`src/hdl/tgi_pkg.sv`:
```
`timescale 1ns / 1ps
// ----------------------------------------------------------------------------
// tgi_pkg
// shared constants, types and helpers of the trilinear grid interpolator
// ----------------------------------------------------------------------------
package tgi_pkg;

    localparam int NUM_AXES        = 3;
    localparam int VAL_W           = 32;
    localparam int STEP_W          = 31;
    localparam int ADDR_W          = 12;
    localparam int STORE_DEPTH     = 4096;
    localparam int IDX_W           = 8;
    localparam int QUEUE_DEPTH     = 2;
    localparam int APB_ADDR_W      = 5;
    localparam int APB_DATA_W      = 32;
    localparam int AXIS_POINTS_DEF = 16;

    localparam logic [STEP_W-1:0] STEP_RESET = 31'd65536;

    localparam logic [2:0] REG_AXIS1_ORIGIN = 3'd0;
    localparam logic [2:0] REG_AXIS2_ORIGIN = 3'd1;
    localparam logic [2:0] REG_AXIS3_ORIGIN = 3'd2;
    localparam logic [2:0] REG_AXIS1_STEP   = 3'd3;
    localparam logic [2:0] REG_AXIS2_STEP   = 3'd4;
    localparam logic [2:0] REG_AXIS3_STEP   = 3'd5;

    localparam logic ACTION_QUERY = 1'b0;
    localparam logic ACTION_LOAD  = 1'b1;

    typedef struct packed {
        logic [NUM_AXES-1:0][VAL_W-1:0]  origin;
        logic [NUM_AXES-1:0][STEP_W-1:0] step;
    } tgi_cfg_t;

    typedef struct packed {
        logic                            is_load;
        logic                            oor;
        logic [ADDR_W-1:0]               addr;
        logic [VAL_W-1:0]                value;
        logic [NUM_AXES-1:0][STEP_W-1:0] rem;
    } tgi_work_t;

    // a zero step acts as a step of one
    function automatic logic [STEP_W-1:0] eff_step(input logic [STEP_W-1:0] s);
        return (s == '0) ? STEP_W'(1) : s;
    endfunction

endpackage

```
`src/hdl/tgi_queue.sv`:
```
`timescale 1ns / 1ps
// ----------------------------------------------------------------------------
// tgi_queue
// short fifo of classified work between front and back
// ----------------------------------------------------------------------------
module tgi_queue #(
    parameter int DEPTH = tgi_pkg::QUEUE_DEPTH
) (
    input  logic               clk,
    input  logic               rst_n,
    input  logic               push_valid,
    output logic               push_ready,
    input  tgi_pkg::tgi_work_t push_data,
    output logic               pop_valid,
    input  logic               pop_ready,
    output tgi_pkg::tgi_work_t pop_data
);
    import tgi_pkg::*;

    localparam int PTR_W = (DEPTH > 1) ? $clog2(DEPTH) : 1;

    tgi_work_t         entries [DEPTH];
    logic [PTR_W-1:0]  wr_ptr_reg;
    logic [PTR_W-1:0]  rd_ptr_reg;
    logic [PTR_W:0]    count_reg;
    logic              do_push;
    logic              do_pop;

    assign push_ready = (count_reg != (PTR_W + 1)'(DEPTH));
    assign pop_valid  = (count_reg != '0);
    assign pop_data   = entries[rd_ptr_reg];
    assign do_push    = push_valid && push_ready;
    assign do_pop     = pop_valid && pop_ready;

    always_ff @(posedge clk or negedge rst_n)
    begin
        if (!rst_n)
        begin
            wr_ptr_reg <= '0;
            rd_ptr_reg <= '0;
            count_reg  <= '0;
        end
        else
        begin
            if (do_push)
                wr_ptr_reg <= (wr_ptr_reg == PTR_W'(DEPTH - 1)) ? '0 : wr_ptr_reg + PTR_W'(1);
            if (do_pop)
                rd_ptr_reg <= (rd_ptr_reg == PTR_W'(DEPTH - 1)) ? '0 : rd_ptr_reg + PTR_W'(1);
            if (do_push && !do_pop)
                count_reg <= count_reg + (PTR_W + 1)'(1);
            else if (do_pop && !do_push)
                count_reg <= count_reg - (PTR_W + 1)'(1);
        end
    end

    always_ff @(posedge clk)
    begin
        if (do_push)
            entries[wr_ptr_reg] <= push_data;
    end

endmodule

```
`config.mk`:
```
export PLATFORM = sky130hd
export DESIGN_NAME = tgi_queue
export DESIGN_NICKNAME = d
export VERILOG_FILES = /design/src/hdl/tgi_pkg.sv /design/src/hdl/tgi_queue.sv
export SDC_FILE = /design/constraint.sdc
export NUM_CORES = 1
export LEC_CHECK = 0
export BUFFER_PORTS_ARGS = -buffer_cell sky130_fd_sc_hd__buf_4
export CAP_MARGIN = 20
export CORE_MARGIN = 3
export CORE_UTILIZATION = 44
export DETAILED_ROUTE_END_ITERATION = 10
export GPL_TIMING_DRIVEN = 0
export HOLD_SLACK_MARGIN = 0.03
export PLACE_DENSITY = 0.69
export SYNTH_ARGS = -nofsm -noshare
export SYNTH_HDL_FRONTEND = slang
export SYNTH_SLANG_ARGS = --single-unit
export TNS_END_PERCENT = 30
```
`constraint.sdc`:
```
create_clock -name clk -period 18.2 [get_ports clk]
set_input_delay 0.91 -clock clk [delete_from_list [all_inputs] [get_ports clk]]
set_output_delay 0.91 -clock clk [all_outputs]
set_load 0.03 [all_outputs]
```
== Word-level counts from Yosys, hierarchy flattened ==
Memories as Yosys holds them, arrays and structs flattened.
Cells that the tools add are included.
Word-level totals
  latch bits: 0
  RAM bits: 278
  input port bits: 143
  memory bits (read-only): 0
  flip-flop bits (word level): 4
  memories: 1
Cells by class
  eq/ne operators: 1
  bitwise operators: 0
  muxes and demuxes: 6
  div/mod/pow operators: 0
  $add $sub $neg: 4
  multiply operators: 0
  reductions and logical operators: 8
  shifts and indexed selects: 0
  magnitude comparators: 0
Memories
  entries: words 2, width 139, rd ports 1, clocked after memory_dff 0, write ports 1, RTL line tgi_queue.sv:22  | tgi_work_t entries [DEPTH];
Operators by type and width (number)
  1-bit logical AND: 4
  1-bit two-way mux: 4
  2-bit two-way mux: 2
  2-bit nonzero test: 2
  1-bit adder (second input constant): 2
  2-bit by 1-bit adder with 2-bit output (second input constant): 1
  1-bit zero test: 2
  2-bit != test (second input constant): 1
  2-bit by 1-bit subtractor with 2-bit output (second input constant): 1

== Longest topological paths before layout ==
  depth after elaboration: 6
  depth in mapped cells: 7
  gate-level depth less buffers: 7

== Least setup slack after synthesis ==
No wires, ideal clock.
  path kind: input-to-reg
  start point: input push_valid
  end point: memory entries[0][0] in the netlist's numbering, enable pin
  setup slack: 10.777 ns
  stages: 2
  data required time: 17.560 ns
  buffers on the path: 0
  data arrival time: 6.784 ns
  path through: nand2_1 -> nor2_1
Between the ends
  longest elaborated chain between the ends: 3
Ends and longest elaborated chain
  start: declaration: RTL line tgi_queue.sv:11  | input logic push_valid,
  1-bit logical AND: RTL line tgi_queue.sv:32  | assign do_push = push_valid && push_ready;
  1-bit two-way mux: RTL line tgi_queue.sv:58  | if (do_push)
  1-bit two-way mux (not written as such): RTL line tgi_queue.sv:59  | entries[wr_ptr_reg] <= push_data;
  end: declaration: RTL line tgi_queue.sv:22
No other way between the ends.

==> results.py <==
metrics = {
    "run_status": {
        "outcome": "finished, final reports clean",
    },
    "worst_setup_path": {
        "cp_common_cell": "buf_6",
        "critPathKind": "flop to primary output",
        "cp_max_fo": 10,
        "crit_family": "buffers and inverters",
        "critPathSlowestCell": "dfrtp_1",
        "reg2reg_slack_ns": 15.83,
        "critPathMaxStageDelay_ns": 0.34,
        "cp.arrival_ns": 1.88,
        "crit_path_end_kind": "primary output",
        "cp-start-kind": "flop",
        "required_ns": 17.29,
        "worst-path-buf-inv": 4,
        "worstReg2RegStart": "count_reg[0]",
        "worstReg2RegEnd": "entries[0][72]",
        "worstPathCellList": "buf_6 > buf_8 > buf_6 > mux2_4 > buf_4",
        "worstRegToRegCells": 5,
    },
    "floorplanning": {
        "start_util_pct": 45.1,
        "row_count": 56,
        "die_y_um": 162,
        "core-area_um2": 23600,
        "dieArea_um2": 26100,
        "io_pins": 284,
        "fp.dieW_um": 162,
    },
    "clock_tree": {
        "clockRootBuffer": "clkbuf_16",
        "insertion_delay_ns": 0.53,
        "cts.repair.resized": 0,
        "htree_num_levels": 1,
        "cts_tree": "yes",
        "clock_sinks": 282,
        "cts_buffers": 29,
        "hold_buffers": 0,
        "clk_pin_slew_ns": 0.06,
        "cts_setup_buffers": 0,
        "clockBufferDepth": 3,
    },
    "cells_and_area": {
        "largest_register_ffs": 278,
        "final_area_um2": 14200,
        "nFillCells": 1729,
        "n_antenna_cell": 0,
        "drive_above_1_share_pct": 61.5,
        "nets": 915,
        "layout_common_cells": "283 x buf_4, 278 x edfxtp_1, 100 x mux2_4",
        "syn2layout_area_growth_pct": 33.7,
        "layout_commonest_cell": "buf_4",
    },
    "route": {
        "drc": 0,
        "wl_met3_um": 1930,
        "drtPass1Iterations": 4,
        "wire_per_inst_um": 18.1,
        "via_count": 5249,
        "first_iter_violations": 218,
        "vias_per_cell": 4.72,
        "dr_wl_met2_um": 10000,
        "routed_wl_um": 20100,
        "met1_length_um": 7740,
        "ant_nets": 0,
        "routed.top_layer": "met4",
    },
    "power": {
        "leakage_nw": 5.61,
        "ir_worst_vdd_mv": 0.116,
        "power_density_nw_per_um2": 177,
        "finalPower_mw": 2.51,
    },
    "flow_run": {
        "maxCapViolCount": 0,
    },
    "timing": {
        "worst_pin_slew_ns": 0.906,
        "slew-limit-headroom_pct": 39.5,
        "fin_crit_sh_pct": 15.3,
        "slew_viol_final": 0,
        "fin_skew_ns": 0.0182,
        "hold_violations": 0,
        "finalWorstSetupSlack_ns": 15.41,
        "setup_viol": 0,
        "clock.fmax_ghz": 0.358,
        "rsz0062_at_grt": "no",
        "fin_crit_ns": 2.79,
        "fin_tns_setup_ns": 0,
    },
    "synthesis": {
        "synthCells": 451,
        "synth_top_family_by_area": "multiplexers",
        "synth_xor_area_share_pct": 0.412,
        "synthSimpleGateAreaFrac_pct": 0.317,
        "ys_types": 16,
        "synth_compound_area_share_pct": 0,
        "synthesis.area_um2": 10600,
        "syn-num-nets": 595,
        "avgSynthCellArea_um2": 23.6,
        "synth_fa_ha_area_share_pct": 0.118,
        "ys_ff_latch": 282,
        "seq_area_frac_synth_pct": 79.4,
        "ys_warn_count": 0,
        "muxShareOfSynthArea_pct": 18.2,
    },
    "hold_path": {
        "worstHoldPathType": "input port to asynchronous set/reset pin",
    },
    "grt": {
        "grt.overflow.total": 0,
        "grt_use_total_pct": 15.0,
        "antenna_found_initial": 0,
        "grt_first_pass_wirelength_um": 31200,
        "grt_pass1_vias": 5754,
        "grt_max_degree": 67,
    },
    "placed_design": {
        "dp_hpwl_um": 14000,
        "place_area_um2": 13300,
        "place_congestion": 0.726,
        "io_buffers": 283,
        "place_ws_ns": 15.43,
    },
}
[where the power goes]
| group | total (mW) | internal (mW) | switching [mW] |
|---|---|---|---|
| logic | 1.04 | 0.454 | 0.583 |
| registers | 0.921 | 0.887 | 0.0340 |
| clock network | 0.556 | 0.333 | 0.223 |
[per-layer routing]
metal	GRT usage, %	up-vias
met5	0	-
met4	3.75	0
met3	4.95	36
met2	25.4	208
met1	18.7	2572
li1	-	2433
[through the flow]
step / util (%) / instances / hold slack [ns]
2_1_floorplan: - / 451 / 0.456
3_3_place_gp: 55.8 / 1053 / 0.475
3_5_place_dp: 56.4 / 1059 / 0.477
4_1_cts: 60.2 / 1111 / 0.133
5_1_grt: 60.2 / 1111 / 0.141
6_report: 60.2 / 1111 / 0.166
[worst reg2reg max path, stage by stage, from the launching register on]
cell      delay, ns
dfrtp_1        0.41
nand2b_1       0.19
nand2_1        0.16
nor2_4         0.72
buf_12         0.30
buf_12         0.25
[worst max path at each step]
stage	cells past startpoint	endpoint	startpoint	slack, ns
final	5	pop_data[34]	rd_ptr_reg	15.41
after detailed placement	5	entries[0][72]	push_valid	15.43
after CTS	5	pop_data[36]	rd_ptr_reg	15.35
after floorplan	2	entries[0][0]	push_valid	10.78
after global routing	5	pop_data[34]	rd_ptr_reg	15.34
after global placement	3	entries[0][12]	push_valid	7.80
[logic make-up after synthesis]
kind of cell,count (synthesis)
AND/OR/NAND/NOR,7
flip-flops,282
XOR/XNOR,5
adder cells (fa/ha/maj),1
multiplexers,139
buffers and inverters,17
[cells in the mapped netlist, drive strengths merged]
master,n,area share (%)
ha,1,0.12
mux2,139,18
buf,16,1.5
xnor2,3,0.25
and3,1,0.059
dfrtp,4,0.94
nand2,2,0.071
or2,1,0.059
nand2b,1,0.059
inv,1,0.035
edfxtp,278,78
nor2,2,0.071
xor2,2,0.16
[final cells by class]
| type | count | area, um2 | area share (%) |
|---|---|---|---|
| clock inverters | 17 | 155 | 1.09 |
| multi-input cells | 152 | 2040 | 14.4 |
| clock buffers | 35 | 748 | 5.26 |
| flip-flops and latches | 282 | 8450 | 59.4 |
| inverters | 1 | 3.75 | 0.0264 |
| plain buffers | 16 | 159 | 1.12 |
| well taps | 319 | 399 | 2.81 |
| repair buffers | 289 | 2270 | 15.9 |
No activity file was read; power rests on OpenSTA's default activity.
