File: config.mk
export PLATFORM = sky130hd
export DESIGN_NAME = tgi_front_flat
export DESIGN_NICKNAME = d
export VERILOG_FILES = /design/src/hdl/tgi_pkg.sv /design/src/hdl/tgi_if.sv /design/src/hdl/tgi_front.sv /design/src/flat_wrapper.sv
export SDC_FILE = /design/constraint.sdc
export NUM_CORES = 2
export LEC_CHECK = 0
export BUFFER_PORTS_ARGS = -buffer_cell sky130_fd_sc_hd__buf_4
export CORE_MARGIN = 3
export CORE_UTILIZATION = 60
export CTS_BUF_LIST = sky130_fd_sc_hd__clkbuf_16
export CTS_CLUSTER_DIAMETER = 60
export DETAILED_ROUTE_END_ITERATION = 16
export PLACE_DENSITY = 0.84
export SYNTH_ARGS = -nofsm -noshare
export SYNTH_HDL_FRONTEND = slang
export SYNTH_SLANG_ARGS = --single-unit
File: constraint.sdc
create_clock -name clk -period 5.35 [get_ports clk]
set_input_delay 0.535 -clock clk [delete_from_list [all_inputs] [get_ports clk]]
set_output_delay 0.535 -clock clk [all_outputs]
set_load 0.02 [all_outputs]
File: src/hdl/tgi_pkg.sv
`timescale 1ns / 1ps
// ----------------------------------------------------------------------------
// tgi_pkg
// shared constants, types and helpers of the trilinear grid interpolator
// ----------------------------------------------------------------------------
package tgi_pkg;

    localparam int NUM_AXES        = 3;
    localparam int VAL_W           = 32;
    localparam int STEP_W          = 31;
    localparam int ADDR_W          = 12;
    localparam int STORE_DEPTH     = 4096;
    localparam int IDX_W           = 8;
    localparam int QUEUE_DEPTH     = 2;
    localparam int APB_ADDR_W      = 5;
    localparam int APB_DATA_W      = 32;
    localparam int AXIS_POINTS_DEF = 16;

    localparam logic [STEP_W-1:0] STEP_RESET = 31'd65536;

    localparam logic [2:0] REG_AXIS1_ORIGIN = 3'd0;
    localparam logic [2:0] REG_AXIS2_ORIGIN = 3'd1;
    localparam logic [2:0] REG_AXIS3_ORIGIN = 3'd2;
    localparam logic [2:0] REG_AXIS1_STEP   = 3'd3;
    localparam logic [2:0] REG_AXIS2_STEP   = 3'd4;
    localparam logic [2:0] REG_AXIS3_STEP   = 3'd5;

    localparam logic ACTION_QUERY = 1'b0;
    localparam logic ACTION_LOAD  = 1'b1;

    typedef struct packed {
        logic [NUM_AXES-1:0][VAL_W-1:0]  origin;
        logic [NUM_AXES-1:0][STEP_W-1:0] step;
    } tgi_cfg_t;

    typedef struct packed {
        logic                            is_load;
        logic                            oor;
        logic [ADDR_W-1:0]               addr;
        logic [VAL_W-1:0]                value;
        logic [NUM_AXES-1:0][STEP_W-1:0] rem;
    } tgi_work_t;

    // a zero step acts as a step of one
    function automatic logic [STEP_W-1:0] eff_step(input logic [STEP_W-1:0] s);
        return (s == '0) ? STEP_W'(1) : s;
    endfunction

endpackage

File: src/hdl/tgi_if.sv
`timescale 1ns / 1ps
// ----------------------------------------------------------------------------
// tgi item and result channels
// valid/ready channels carrying query/load items and interpolation results
// ----------------------------------------------------------------------------
interface tgi_item_if;
    import tgi_pkg::*;

    logic                     valid;
    logic                     ready;
    logic                     action;
    logic [ADDR_W-1:0]        entry_addr;
    logic signed [VAL_W-1:0]  entry_value;
    logic signed [VAL_W-1:0]  coord1;
    logic signed [VAL_W-1:0]  coord2;
    logic signed [VAL_W-1:0]  coord3;

    modport source (output valid, action, entry_addr, entry_value, coord1, coord2, coord3,
                    input ready);
    modport sink   (input valid, action, entry_addr, entry_value, coord1, coord2, coord3,
                    output ready);
endinterface


File: src/hdl/tgi_front.sv
`timescale 1ns / 1ps
// ----------------------------------------------------------------------------
// tgi_front
// accepts items, range-checks coordinates and finds cell index and remainder
// ----------------------------------------------------------------------------
module tgi_front #(
    parameter int AXIS1_POINTS = tgi_pkg::AXIS_POINTS_DEF,
    parameter int AXIS2_POINTS = tgi_pkg::AXIS_POINTS_DEF,
    parameter int AXIS3_POINTS = tgi_pkg::AXIS_POINTS_DEF
) (
    input  logic              clk,
    input  logic              rst_n,
    input  tgi_pkg::tgi_cfg_t cfg,
    tgi_item_if.sink          item,
    output logic              push_valid,
    input  logic              push_ready,
    output tgi_pkg::tgi_work_t push_data
);
    import tgi_pkg::*;

    localparam logic [1:0] F_IDLE  = 2'd0;
    localparam logic [1:0] F_CHECK = 2'd1;
    localparam logic [1:0] F_DIV   = 2'd2;
    localparam logic [1:0] F_PUSH  = 2'd3;

    localparam int SPAN_W = STEP_W + IDX_W;
    localparam int DSR_W  = STEP_W + IDX_W - 1;
    localparam int CNT_W  = $clog2(IDX_W);
    localparam int STRIDE1 = AXIS2_POINTS * AXIS3_POINTS;
    localparam int STRIDE2 = AXIS3_POINTS;

    localparam logic [IDX_W-1:0] LAST_IDX [NUM_AXES] = '{
        IDX_W'(AXIS1_POINTS - 1), IDX_W'(AXIS2_POINTS - 1), IDX_W'(AXIS3_POINTS - 1)};
    localparam logic [IDX_W-1:0] PENULT_IDX [NUM_AXES] = '{
        IDX_W'(AXIS1_POINTS - 2), IDX_W'(AXIS2_POINTS - 2), IDX_W'(AXIS3_POINTS - 2)};

    logic [1:0]            state_reg;
    logic                  is_load_reg;
    logic                  oor_reg;
    logic [ADDR_W-1:0]     addr_reg;
    logic [VAL_W-1:0]      value_reg;
    logic [VAL_W:0]        d_reg   [NUM_AXES];
    logic [VAL_W-1:0]      rem_reg [NUM_AXES];
    logic [DSR_W-1:0]      dsr_reg [NUM_AXES];
    logic [IDX_W-1:0]      quo_reg [NUM_AXES];
    logic [CNT_W-1:0]      cnt_reg;

    logic [VAL_W-1:0]      coord_in [NUM_AXES];
    logic [NUM_AXES-1:0]   in_span;
    logic [IDX_W-1:0]      idx_fin [NUM_AXES];
    logic [STEP_W-1:0]     rem_fin [NUM_AXES];
    logic [DSR_W-1:0]      rem_ext [NUM_AXES];
    logic [NUM_AXES-1:0]   trial_ge;

    assign coord_in[0] = item.coord1;
    assign coord_in[1] = item.coord2;
    assign coord_in[2] = item.coord3;

    assign item.ready = (state_reg == F_IDLE);

    always_comb
    begin
        for (int a = 0; a < NUM_AXES; a++)
        begin
            in_span[a]  = !d_reg[a][VAL_W] &&
                          (SPAN_W'(d_reg[a][VAL_W-1:0]) <=
                           SPAN_W'(LAST_IDX[a]) * SPAN_W'(eff_step(cfg.step[a])));
            rem_ext[a]  = DSR_W'(rem_reg[a]);
            trial_ge[a] = (rem_ext[a] >= dsr_reg[a]);
            // an offset right at the axis end falls into the last cell
            if (quo_reg[a] == LAST_IDX[a])
            begin
                idx_fin[a] = PENULT_IDX[a];
                rem_fin[a] = eff_step(cfg.step[a]);
            end
            else
            begin
                idx_fin[a] = quo_reg[a];
                rem_fin[a] = rem_reg[a][STEP_W-1:0];
            end
        end
    end

    always_comb
    begin
        push_valid        = (state_reg == F_PUSH);
        push_data.is_load = is_load_reg;
        push_data.oor     = oor_reg;
        push_data.value   = value_reg;
        if (is_load_reg)
            push_data.addr = addr_reg;
        else
            push_data.addr = ADDR_W'(32'(idx_fin[0]) * 32'(STRIDE1)
                                   + 32'(idx_fin[1]) * 32'(STRIDE2)
                                   + 32'(idx_fin[2]));
        for (int a = 0; a < NUM_AXES; a++)
            push_data.rem[a] = rem_fin[a];
    end

    always_ff @(posedge clk or negedge rst_n)
    begin
        if (!rst_n)
        begin
            state_reg <= F_IDLE;
            cnt_reg   <= '0;
        end
        else
        begin
            unique case (state_reg)
                F_IDLE:
                begin
                    if (item.valid)
                        state_reg <= F_CHECK;
                end
                F_CHECK:
                begin
                    cnt_reg <= '0;
                    if (is_load_reg || !(&in_span))
                        state_reg <= F_PUSH;
                    else
                        state_reg <= F_DIV;
                end
                F_DIV:
                begin
                    cnt_reg <= cnt_reg + CNT_W'(1);
                    if (cnt_reg == CNT_W'(IDX_W - 1))
                        state_reg <= F_PUSH;
                end
                F_PUSH:
                begin
                    if (push_ready)
                        state_reg <= F_IDLE;
                end
                default: state_reg <= F_IDLE;
            endcase
        end
    end

    always_ff @(posedge clk)
    begin
        if (state_reg == F_IDLE && item.valid)
        begin
            is_load_reg <= (item.action == ACTION_LOAD);
            addr_reg    <= item.entry_addr;
            value_reg   <= item.entry_value;
            for (int a = 0; a < NUM_AXES; a++)
                d_reg[a] <= {coord_in[a][VAL_W-1], coord_in[a]}
                          - {cfg.origin[a][VAL_W-1], cfg.origin[a]};
        end
        if (state_reg == F_CHECK)
        begin
            oor_reg <= !(&in_span);
            for (int a = 0; a < NUM_AXES; a++)
            begin
                rem_reg[a] <= d_reg[a][VAL_W-1:0];
                dsr_reg[a] <= {eff_step(cfg.step[a]), {(IDX_W-1){1'b0}}};
                quo_reg[a] <= '0;
            end
        end
        if (state_reg == F_DIV)
        begin
            // restoring division, one quotient bit per cycle on each axis
            for (int a = 0; a < NUM_AXES; a++)
            begin
                if (trial_ge[a])
                    rem_reg[a] <= VAL_W'(rem_ext[a] - dsr_reg[a]);
                quo_reg[a] <= {quo_reg[a][IDX_W-2:0], trial_ge[a]};
                dsr_reg[a] <= dsr_reg[a] >> 1;
            end
        end
    end

endmodule

File: src/flat_wrapper.sv
// flat-port wrapper written by rule: the top's interface ports become plain ports
module tgi_front_flat import tgi_pkg::*;
#(
    parameter int AXIS1_POINTS = tgi_pkg::AXIS_POINTS_DEF,
    parameter int AXIS2_POINTS = tgi_pkg::AXIS_POINTS_DEF,
    parameter int AXIS3_POINTS = tgi_pkg::AXIS_POINTS_DEF
)
  (clk, rst_n, cfg, push_valid, push_ready, push_data, item_valid, item_action, item_entry_addr, item_entry_value, item_coord1, item_coord2, item_coord3, item_ready);
  tgi_item_if item_i ();
  input  logic clk;
  input  logic rst_n;
  input  tgi_pkg::tgi_cfg_t cfg;
  output logic push_valid;
  input  logic push_ready;
  output tgi_pkg::tgi_work_t push_data;
  input wire logic [$bits(item_i.valid)-1:0] item_valid;
  input wire logic [$bits(item_i.action)-1:0] item_action;
  input wire logic [$bits(item_i.entry_addr)-1:0] item_entry_addr;
  input wire logic [$bits(item_i.entry_value)-1:0] item_entry_value;
  input wire logic [$bits(item_i.coord1)-1:0] item_coord1;
  input wire logic [$bits(item_i.coord2)-1:0] item_coord2;
  input wire logic [$bits(item_i.coord3)-1:0] item_coord3;
  output wire logic [$bits(item_i.ready)-1:0] item_ready;
  assign item_i.valid = item_valid;
  assign item_i.action = item_action;
  assign item_i.entry_addr = item_entry_addr;
  assign item_i.entry_value = item_entry_value;
  assign item_i.coord1 = item_coord1;
  assign item_i.coord2 = item_coord2;
  assign item_i.coord3 = item_coord3;
  assign item_ready = item_i.ready;
  tgi_front #(.AXIS1_POINTS(AXIS1_POINTS), .AXIS2_POINTS(AXIS2_POINTS), .AXIS3_POINTS(AXIS3_POINTS)) u_core (.clk(clk), .rst_n(rst_n), .cfg(cfg), .item(item_i), .push_valid(push_valid), .push_ready(push_ready), .push_data(push_data));
endmodule
**Yosys cells after proc, flatten, opt, wreduce, memory -nomap -nowiden**

Memories as Yosys holds them, arrays and structs flattened.
Cells that the tools add are included.

- Add/sub/neg operators: 9
- Multipliers: 3
- Order comparisons: 6
- Equal/unequal tests: 10
- Mux-type cells: 40
- Bitwise operators: 9
- Reductions and logical operators: 16

Operators by type and width:

| kind | number |
|---|---|
| 31-bit 2-to-1 mux | 6 |
| 32-bit by 38-bit greater-or-equal comparator with 1-bit output | 3 |
| 38-bit 2-to-1 mux | 3 |
| 32-bit by 35-bit <= comparator with 1-bit output | 3 |
| 4-bit by 31-bit multiplier with 35-bit output (first input constant) | 3 |
| 32-bit by 32-bit subtractor with 33-bit output | 3 |
| 32-bit 2-to-1 mux | 3 |
| 32-bit subtractor | 3 |
| 31-bit zero test | 3 |
| 8-bit 2-to-1 mux | 5 |
| 8-bit by 4-bit equality test with 1-bit output (second input constant) | 3 |
| 1-bit 2-to-1 mux | 16 |
| 12-bit adder | 1 |
| 12-bit by 8-bit adder with 12-bit output | 1 |
| 12-bit 2-to-1 mux | 1 |
| 1-bit OR | 9 |
| 2-bit case mux with 4 select lines | 1 |
| 2-bit 2-to-1 mux | 3 |
| 3-bit case mux with 2 select lines | 1 |
| 3-bit AND reduction | 2 |
| 2-bit equality test (second input constant) | 2 |
| 1-bit logical AND | 4 |
| 1-bit zero test | 4 |
| 4-bit 2-to-1 mux | 1 |
| 8 further kinds | 9 |

- Flip-flop bits (word level): 51
- Memory bits (writable): 333
- Bits of input ports: 334
- Output and inout port bits: 141
- Logic and storage cells: 103
- Memories: 4

Memory list:

| name | words | width | read ports | clocked after memory_dff | wr ports | RTL line | text |
|---|---|---|---|---|---|---|---|
| u_core.dsr_reg | 3 | 38 | 3 | 0 | 3 | tgi_front.sv:44 | `logic [DSR_W-1:0] dsr_reg [NUM_AXES];` |
| u_core.d_reg | 3 | 33 | 3 | 0 | 3 | tgi_front.sv:42 | `logic [VAL_W:0] d_reg [NUM_AXES];` |
| u_core.rem_reg | 3 | 32 | 3 | 0 | 3 | tgi_front.sv:43 | `logic [VAL_W-1:0] rem_reg [NUM_AXES];` |
| u_core.quo_reg | 3 | 8 | 3 | 0 | 3 | tgi_front.sv:45 | `logic [IDX_W-1:0] quo_reg [NUM_AXES];` |

**Logic depth before layout (Yosys ltp)**

- Depth in word-level cells: 10
- Depth in mapped cells: 32

**Least setup slack after synthesis**

OpenSTA, ideal clock, no wires.

- Path kind: input -> register
- Start: input port cfg[34] (netlist bit)
- End: register u_core.oor_reg, data pin
- Arrival: 6.196 ns
- Required time: 5.221 ns
- Setup slack: -0.975 ns
- Stages on the path: 28
- Cells stage by stage: clkbuf_1 nor4_1 nand4_1 o21bai_1 o21bai_1 nor2_1 nor2_1 fa_1 inv_1 ha_1 nor2b_1 a311oi_1 nor4_1 o311ai_1 nand2b_1 a21o_1 a21o_1 a21o_1 a21o_1 a211o_1 nand2_1 ha_1 nand4_1 nor4_1 a22oi_1 a211o_1 a2111oi_0 or2_2

- Cells in the longest elaborated chain, start to end: 7

RTL lines:

| element | RTL line | text |
|---|---|---|
| from (decl) | flat_wrapper.sv:12 | `input tgi_pkg::tgi_cfg_t cfg;` |
| 31-bit zero test | tgi_pkg.sv:46 | `return (s == '0) ? STEP_W'(1) : s;` |
| 31-bit 2-to-1 mux * | tgi_pkg.sv:46 |  |
| 4-bit by 31-bit multiplier with 35-bit output * | tgi_front.sv:67 | `SPAN_W'(LAST_IDX[a]) * SPAN_W'(eff_step(cfg.step[a])));` |
| 32-bit by 35-bit <= comparator with 1-bit output * | tgi_front.sv:66 | `(SPAN_W'(d_reg[a][VAL_W-1:0]) <=` |
| 1-bit logical AND * | tgi_front.sv:65 | `in_span[a] = !d_reg[a][VAL_W] &&` |
| 3-bit AND reduction * | tgi_front.sv:152 | `oor_reg <= !(&in_span);` |
| 1-bit zero test * | tgi_front.sv:152 |  |
| to (signal assigned) | tgi_front.sv:152 |  |
| to (decl) | tgi_front.sv:39 | `logic oor_reg;` |

Mark *: on every way between the ends. The rest lies on a longest branch, timed or not.
A chain may end at the register's enable or synchronous reset.

**Worst setup path in the final report**

- Start: input port cfg[84] (netlist bit)
- End: register u_core.oor_reg, data pin

The elaborated chain is that of the path after synthesis.

==> results.txt <==
The path class of the tightest hold or removal check is input pin to flip-flop. The register with the most flip-flops in the layout has 114 of them. The critical path contains buffers and inverters numbering 5 combined. The setup-violating endpoint count in the final report was 2. The layout has 4104 filler cells. Initial core utilization: 60.9%.

Setup repair after global routing could not meet its margin everywhere. Cells with a size suffix above 1 make up 25.2% of the layout. Tracing the worst setup path back leads to its startpoint at cfg[84].

The first global-routing pass estimated 163000 µm of wire. The logs give -1.28 ns for the setup total negative slack and 5462 for the number of standard cells in the layout, taps in and fillers out. Number of violations of the max-capacitance limit: 0. The last weighted congestion value of the routability-driven placer is 0.971. Summing the areas of all compound-gate instances in the mapped netlist gives 16.1% of the synthesized area.

TritonCTS built the clock tree. The simple-gate share of the synthesized area is 11.5%. In this run the static leakage power is 21.5 nW. Counting flops with a built-in enable in the synthesized netlist gives 379.

For the proportion of synthesized chip area in sequential cells, the log shows 31.3%. The main combinational cell family by area after synthesis is adder cells. The aggregate routed wire length was 105000 µm; the power per standard cell area was 517 mW/mm². The run gives 1 as the initial antenna violation count. The number of storage elements in the synthesis netlist was 384. The count of input and output buffers is 474, and the share of Yosys cell area claimed by the top area cell type is 30.9%. After Yosys synthesis, XOR and XNOR cells account for 6.19% of the synthesized area. For this block, the initial DRC count from the detailed router was 2285.

The post-synthesis mux area share works out to 4.49%. The count of nets left with antenna violations once routing finished came out at 0. The critical path required time was 5.69 ns.

The most used flip-flop cell after synthesis is sky130_fd_sc_hd__edfxtp_1. The setup slack of the worst register-to-register path was 0.47 ns; the shortest clock period the worst path allows after layout was 6.03 ns. The adder-cell area share of the yosys netlist was 23.6%. Pin slew with the least headroom to its limit: 1.12 ns. Relative to the synthesized area, the layout overhead comes to 24.7%.

The overall track demand over capacity in global routing is 31.8%. Summed instance area of the synthesized netlist: 0.0368 mm². The clock latency of the later-clocked register in the worst-skew pair came out at 0.59 ns. The largest individual stage delay along the critical path comes from the cell sky130_fd_sc_hd__or4_1. In this run the critical register-to-register path is launched from u_core.rem_reg[0][66]. Data arrives at the worst endpoint at 6.36 ns.

The count of unresolved DRC violations after routing came out at 0. STA classifies the critical path endpoint as a flip-flop. After detailed routing, the number of vias per cell comes to 5.84. For the count of final hold-check violations, the log shows 0.

475 I/O pins were placed. The mean cell area of the mapped netlist came out at 9.52 µm². In this run the vertical extent of the chip is 254 µm. The highest fanout seen on the critical path works out to 3. The worst setup margin was -0.676 ns; the share of synthesized flip-flops with an asynchronous set or reset was 1.30%. After detailed placement, the design holds a cell count of 5363. Detailed placement ended at an HPWL of 83000 µm.

The number of sinks handled by clock tree synthesis was 384. The first detailed-routing pass took 6 iterations. Cell taking the most area after synthesis: sky130_fd_sc_hd__edfxtp_1. Yosys mapped the design onto 78 distinct sky130hd cell types. The yosys synthesis warning count was 0.

Entering global routing, the biggest net connects 140 pins. Cells fill 75.9% of the core in the end. Following the worst setup path forward leads to its endpoint at u_core.oor_reg.

Across the VDD grid, the largest voltage drop is 0.501 mV. The capture instance of the worst register-to-register path was u_core.rem_reg[0][33]. By area the synthesized netlist is led by sky130_fd_sc_hd__edfxtp_1 (31%), sky130_fd_sc_hd__ha_1 (14%), sky130_fd_sc_hd__fa_1 (9.2%). The run gives 4791 as the total nets after synthesis. Synthesis handed over a netlist of 3866 instances. The average wire per standard cell came out at 19.2 µm. The longest individual stage delay on the worst path was 0.53 ns; the floorplan core area was 0.0605 mm².

The number of placement rows was 90; the number of global-route vias before repair was 31.8k. The overall overflow remaining after global route is 0. The maximum clock rate was 166 MHz; the critical path depth was 32.

Counting along the longest clock path gives a buffer depth of 3. The overall via count from detail_route is 31.9k, and the cell area reported after detailed placement is 0.0440 mm². The number of cells on the worst reg-to-reg path is 13. The worst clock skew was 0.0253 ns. The critical path is of the input pin to flip-flop type. The final count of pins violating max slew came out at 0. The floorplan die width is 254 µm, and the die footprint is 0.0644 mm².

Headroom to the max-slew limit came out at 23.5%. The checks that failed: setup timing. The flow ran to the end, but the final reports show violations. Kind of start point of the critical path: an input pin.

Among cell families on the critical path, the largest total delay comes from compound AO/OA/AOI/OAI gates. Counting the buffers created by CTS gives 46. The final critical-path share of the clock period is 113%. For the count of H-tree levels built during CTS, the log shows 2. Clock-pin slew was measured on the worst setup and hold paths at 0.06 ns. The layout net count is 5568, and the final design area excluding fillers is 0.0459 mm². CTS placed an instance of sky130_fd_sc_hd__clkbuf_16 at the clock tree root.
==> per-stage QoR <==
| stage | hold slack (ns) | setup WS, ns | power (W) |
|---|---|---|---|
| 6_report | 0.127 | -0.676 | 0.0237 |
| 3_5_place_dp | 0.346 | -1.55 | 0.0200 |
| 3_3_place_gp | 0.342 | -1.53 | 0.0196 |
| 2_1_floorplan | 0.239 | -0.504 | 0.0155 |
| 5_1_grt | 0.0986 | -0.946 | 0.0255 |
| 4_1_cts | 0.0907 | -0.606 | 0.0235 |
==> where the power goes <==
part / internal, W / total [W] / switching [W]
Combinational: 0.00650 / 0.0149 / 0.00836
Sequential: 0.00499 / 0.00573 / 0.000740
Clock: 0.00181 / 0.00316 / 0.00134
==> layout by cell type, fill, tap and decap left out, types with 9 or more instances in the layout <==
master	n
sky130_fd_sc_hd__a211o_1	14
sky130_fd_sc_hd__a211oi_1	19
sky130_fd_sc_hd__a21o_1	162
sky130_fd_sc_hd__a21oi_1	324
sky130_fd_sc_hd__a21oi_2	9
sky130_fd_sc_hd__a31oi_1	27
sky130_fd_sc_hd__and2_1	54
sky130_fd_sc_hd__and3_1	18
sky130_fd_sc_hd__and4_1	11
sky130_fd_sc_hd__buf_4	873
sky130_fd_sc_hd__clkbuf_16	46
sky130_fd_sc_hd__edfxtp_1	379
sky130_fd_sc_hd__fa_1	168
sky130_fd_sc_hd__ha_1	415
sky130_fd_sc_hd__inv_1	517
sky130_fd_sc_hd__mux2_1	9
sky130_fd_sc_hd__mux2_2	131
sky130_fd_sc_hd__nand2_1	209
sky130_fd_sc_hd__nand2b_1	45
sky130_fd_sc_hd__nand3_1	60
sky130_fd_sc_hd__nand4_1	51
sky130_fd_sc_hd__nor2_1	223
sky130_fd_sc_hd__nor2b_1	47
sky130_fd_sc_hd__nor3_1	56
sky130_fd_sc_hd__nor4_1	23
sky130_fd_sc_hd__nor4_2	9
sky130_fd_sc_hd__o211ai_1	11
sky130_fd_sc_hd__o21a_1	31
sky130_fd_sc_hd__o21ai_0	197
sky130_fd_sc_hd__o21ai_1	12
sky130_fd_sc_hd__o21bai_1	29
sky130_fd_sc_hd__o31ai_1	11
sky130_fd_sc_hd__xnor2_1	169
sky130_fd_sc_hd__xor2_1	89
==> synth_stat cells, types with 48 or more instances <==
library cell	number
sky130_fd_sc_hd__fa_1	170
sky130_fd_sc_hd__nand3_1	62
sky130_fd_sc_hd__o21ai_0	205
sky130_fd_sc_hd__xor2_1	89
sky130_fd_sc_hd__edfxtp_1	379
sky130_fd_sc_hd__mux2_2	131
sky130_fd_sc_hd__nand2_1	211
sky130_fd_sc_hd__xnor2_1	171
sky130_fd_sc_hd__nor2b_1	48
sky130_fd_sc_hd__nor2_1	229
sky130_fd_sc_hd__a21o_1	162
sky130_fd_sc_hd__nand4_1	51
sky130_fd_sc_hd__and2_1	55
sky130_fd_sc_hd__a21oi_1	332
sky130_fd_sc_hd__inv_1	509
sky130_fd_sc_hd__clkbuf_1	134
sky130_fd_sc_hd__nor3_1	58
sky130_fd_sc_hd__ha_1	421
==> layer usage <==
| layer | vias to the layer above | part of all wire, % | wire length [µm] | global-route usage (%) |
|---|---|---|---|---|
| li1 | 15164 | - | - | - |
| met1 | 15243 | 39 | 41400 | 39.4 |
| met2 | 1184 | 49 | 51100 | 54.8 |
| met3 | 320 | 6.6 | 6930 | 4.82 |
| met4 | 2 | 5.3 | 5570 | 15.4 |
| met5 | - | 0.012 | 13 | 0 |
==> final cells by class <==
class | instances | area (µm²) | area share [%]
Clock inverter | 38 | 338 | 0.736
Clock buffer | 46 | 1150 | 2.51
Antenna cell | 1 | 2.50 | 0.00545
Timing Repair Buffer | 884 | 6720 | 14.6
Tap cell | 782 | 978 | 2.13
Sequential cell | 384 | 11500 | 25.1
Inverter | 509 | 1910 | 4.16
Multi-Input combinational cell | 2818 | 23300 | 50.8
==> kinds of logic after synthesis <==
family | Yosys count
multiplexers | 147
XOR/XNOR | 260
adder cells (fa/ha/maj) | 591
AND/OR/NAND/NOR | 867
AO/OA/AOI/OAI | 953
buffers and inverters | 664
flip-flops | 384
==> worst min-delay path by stage <==
stage | start | to | slack [ns] | depth (start not counted)
after floorplan | rst_n | u_core.cnt_reg[0] | 0.24 | 0
after global placement | rst_n | u_core.cnt_reg[0] | 0.34 | 1
after detailed placement | rst_n | u_core.cnt_reg[0] | 0.35 | 1
after CTS | item_entry_addr[9] | u_core.addr_reg[9] | 0.09 | 1
after global routing | item_entry_value[18] | u_core.value_reg[18] | 0.1 | 1
final | item_entry_value[11] | u_core.value_reg[11] | 0.13 | 1
==> timing repair <==
action | CTS | global route
resized for setup | 35 | 30
pin swaps | 40 | 31
hold endpoints to repair | 5 | 0
hold buffers | 1 | 0
gates cloned | 0 | 0
buffers inserted | 9 | 4
endpoints found under the setup margin | 2 | 2
Power figures use the tool's default switching activity.
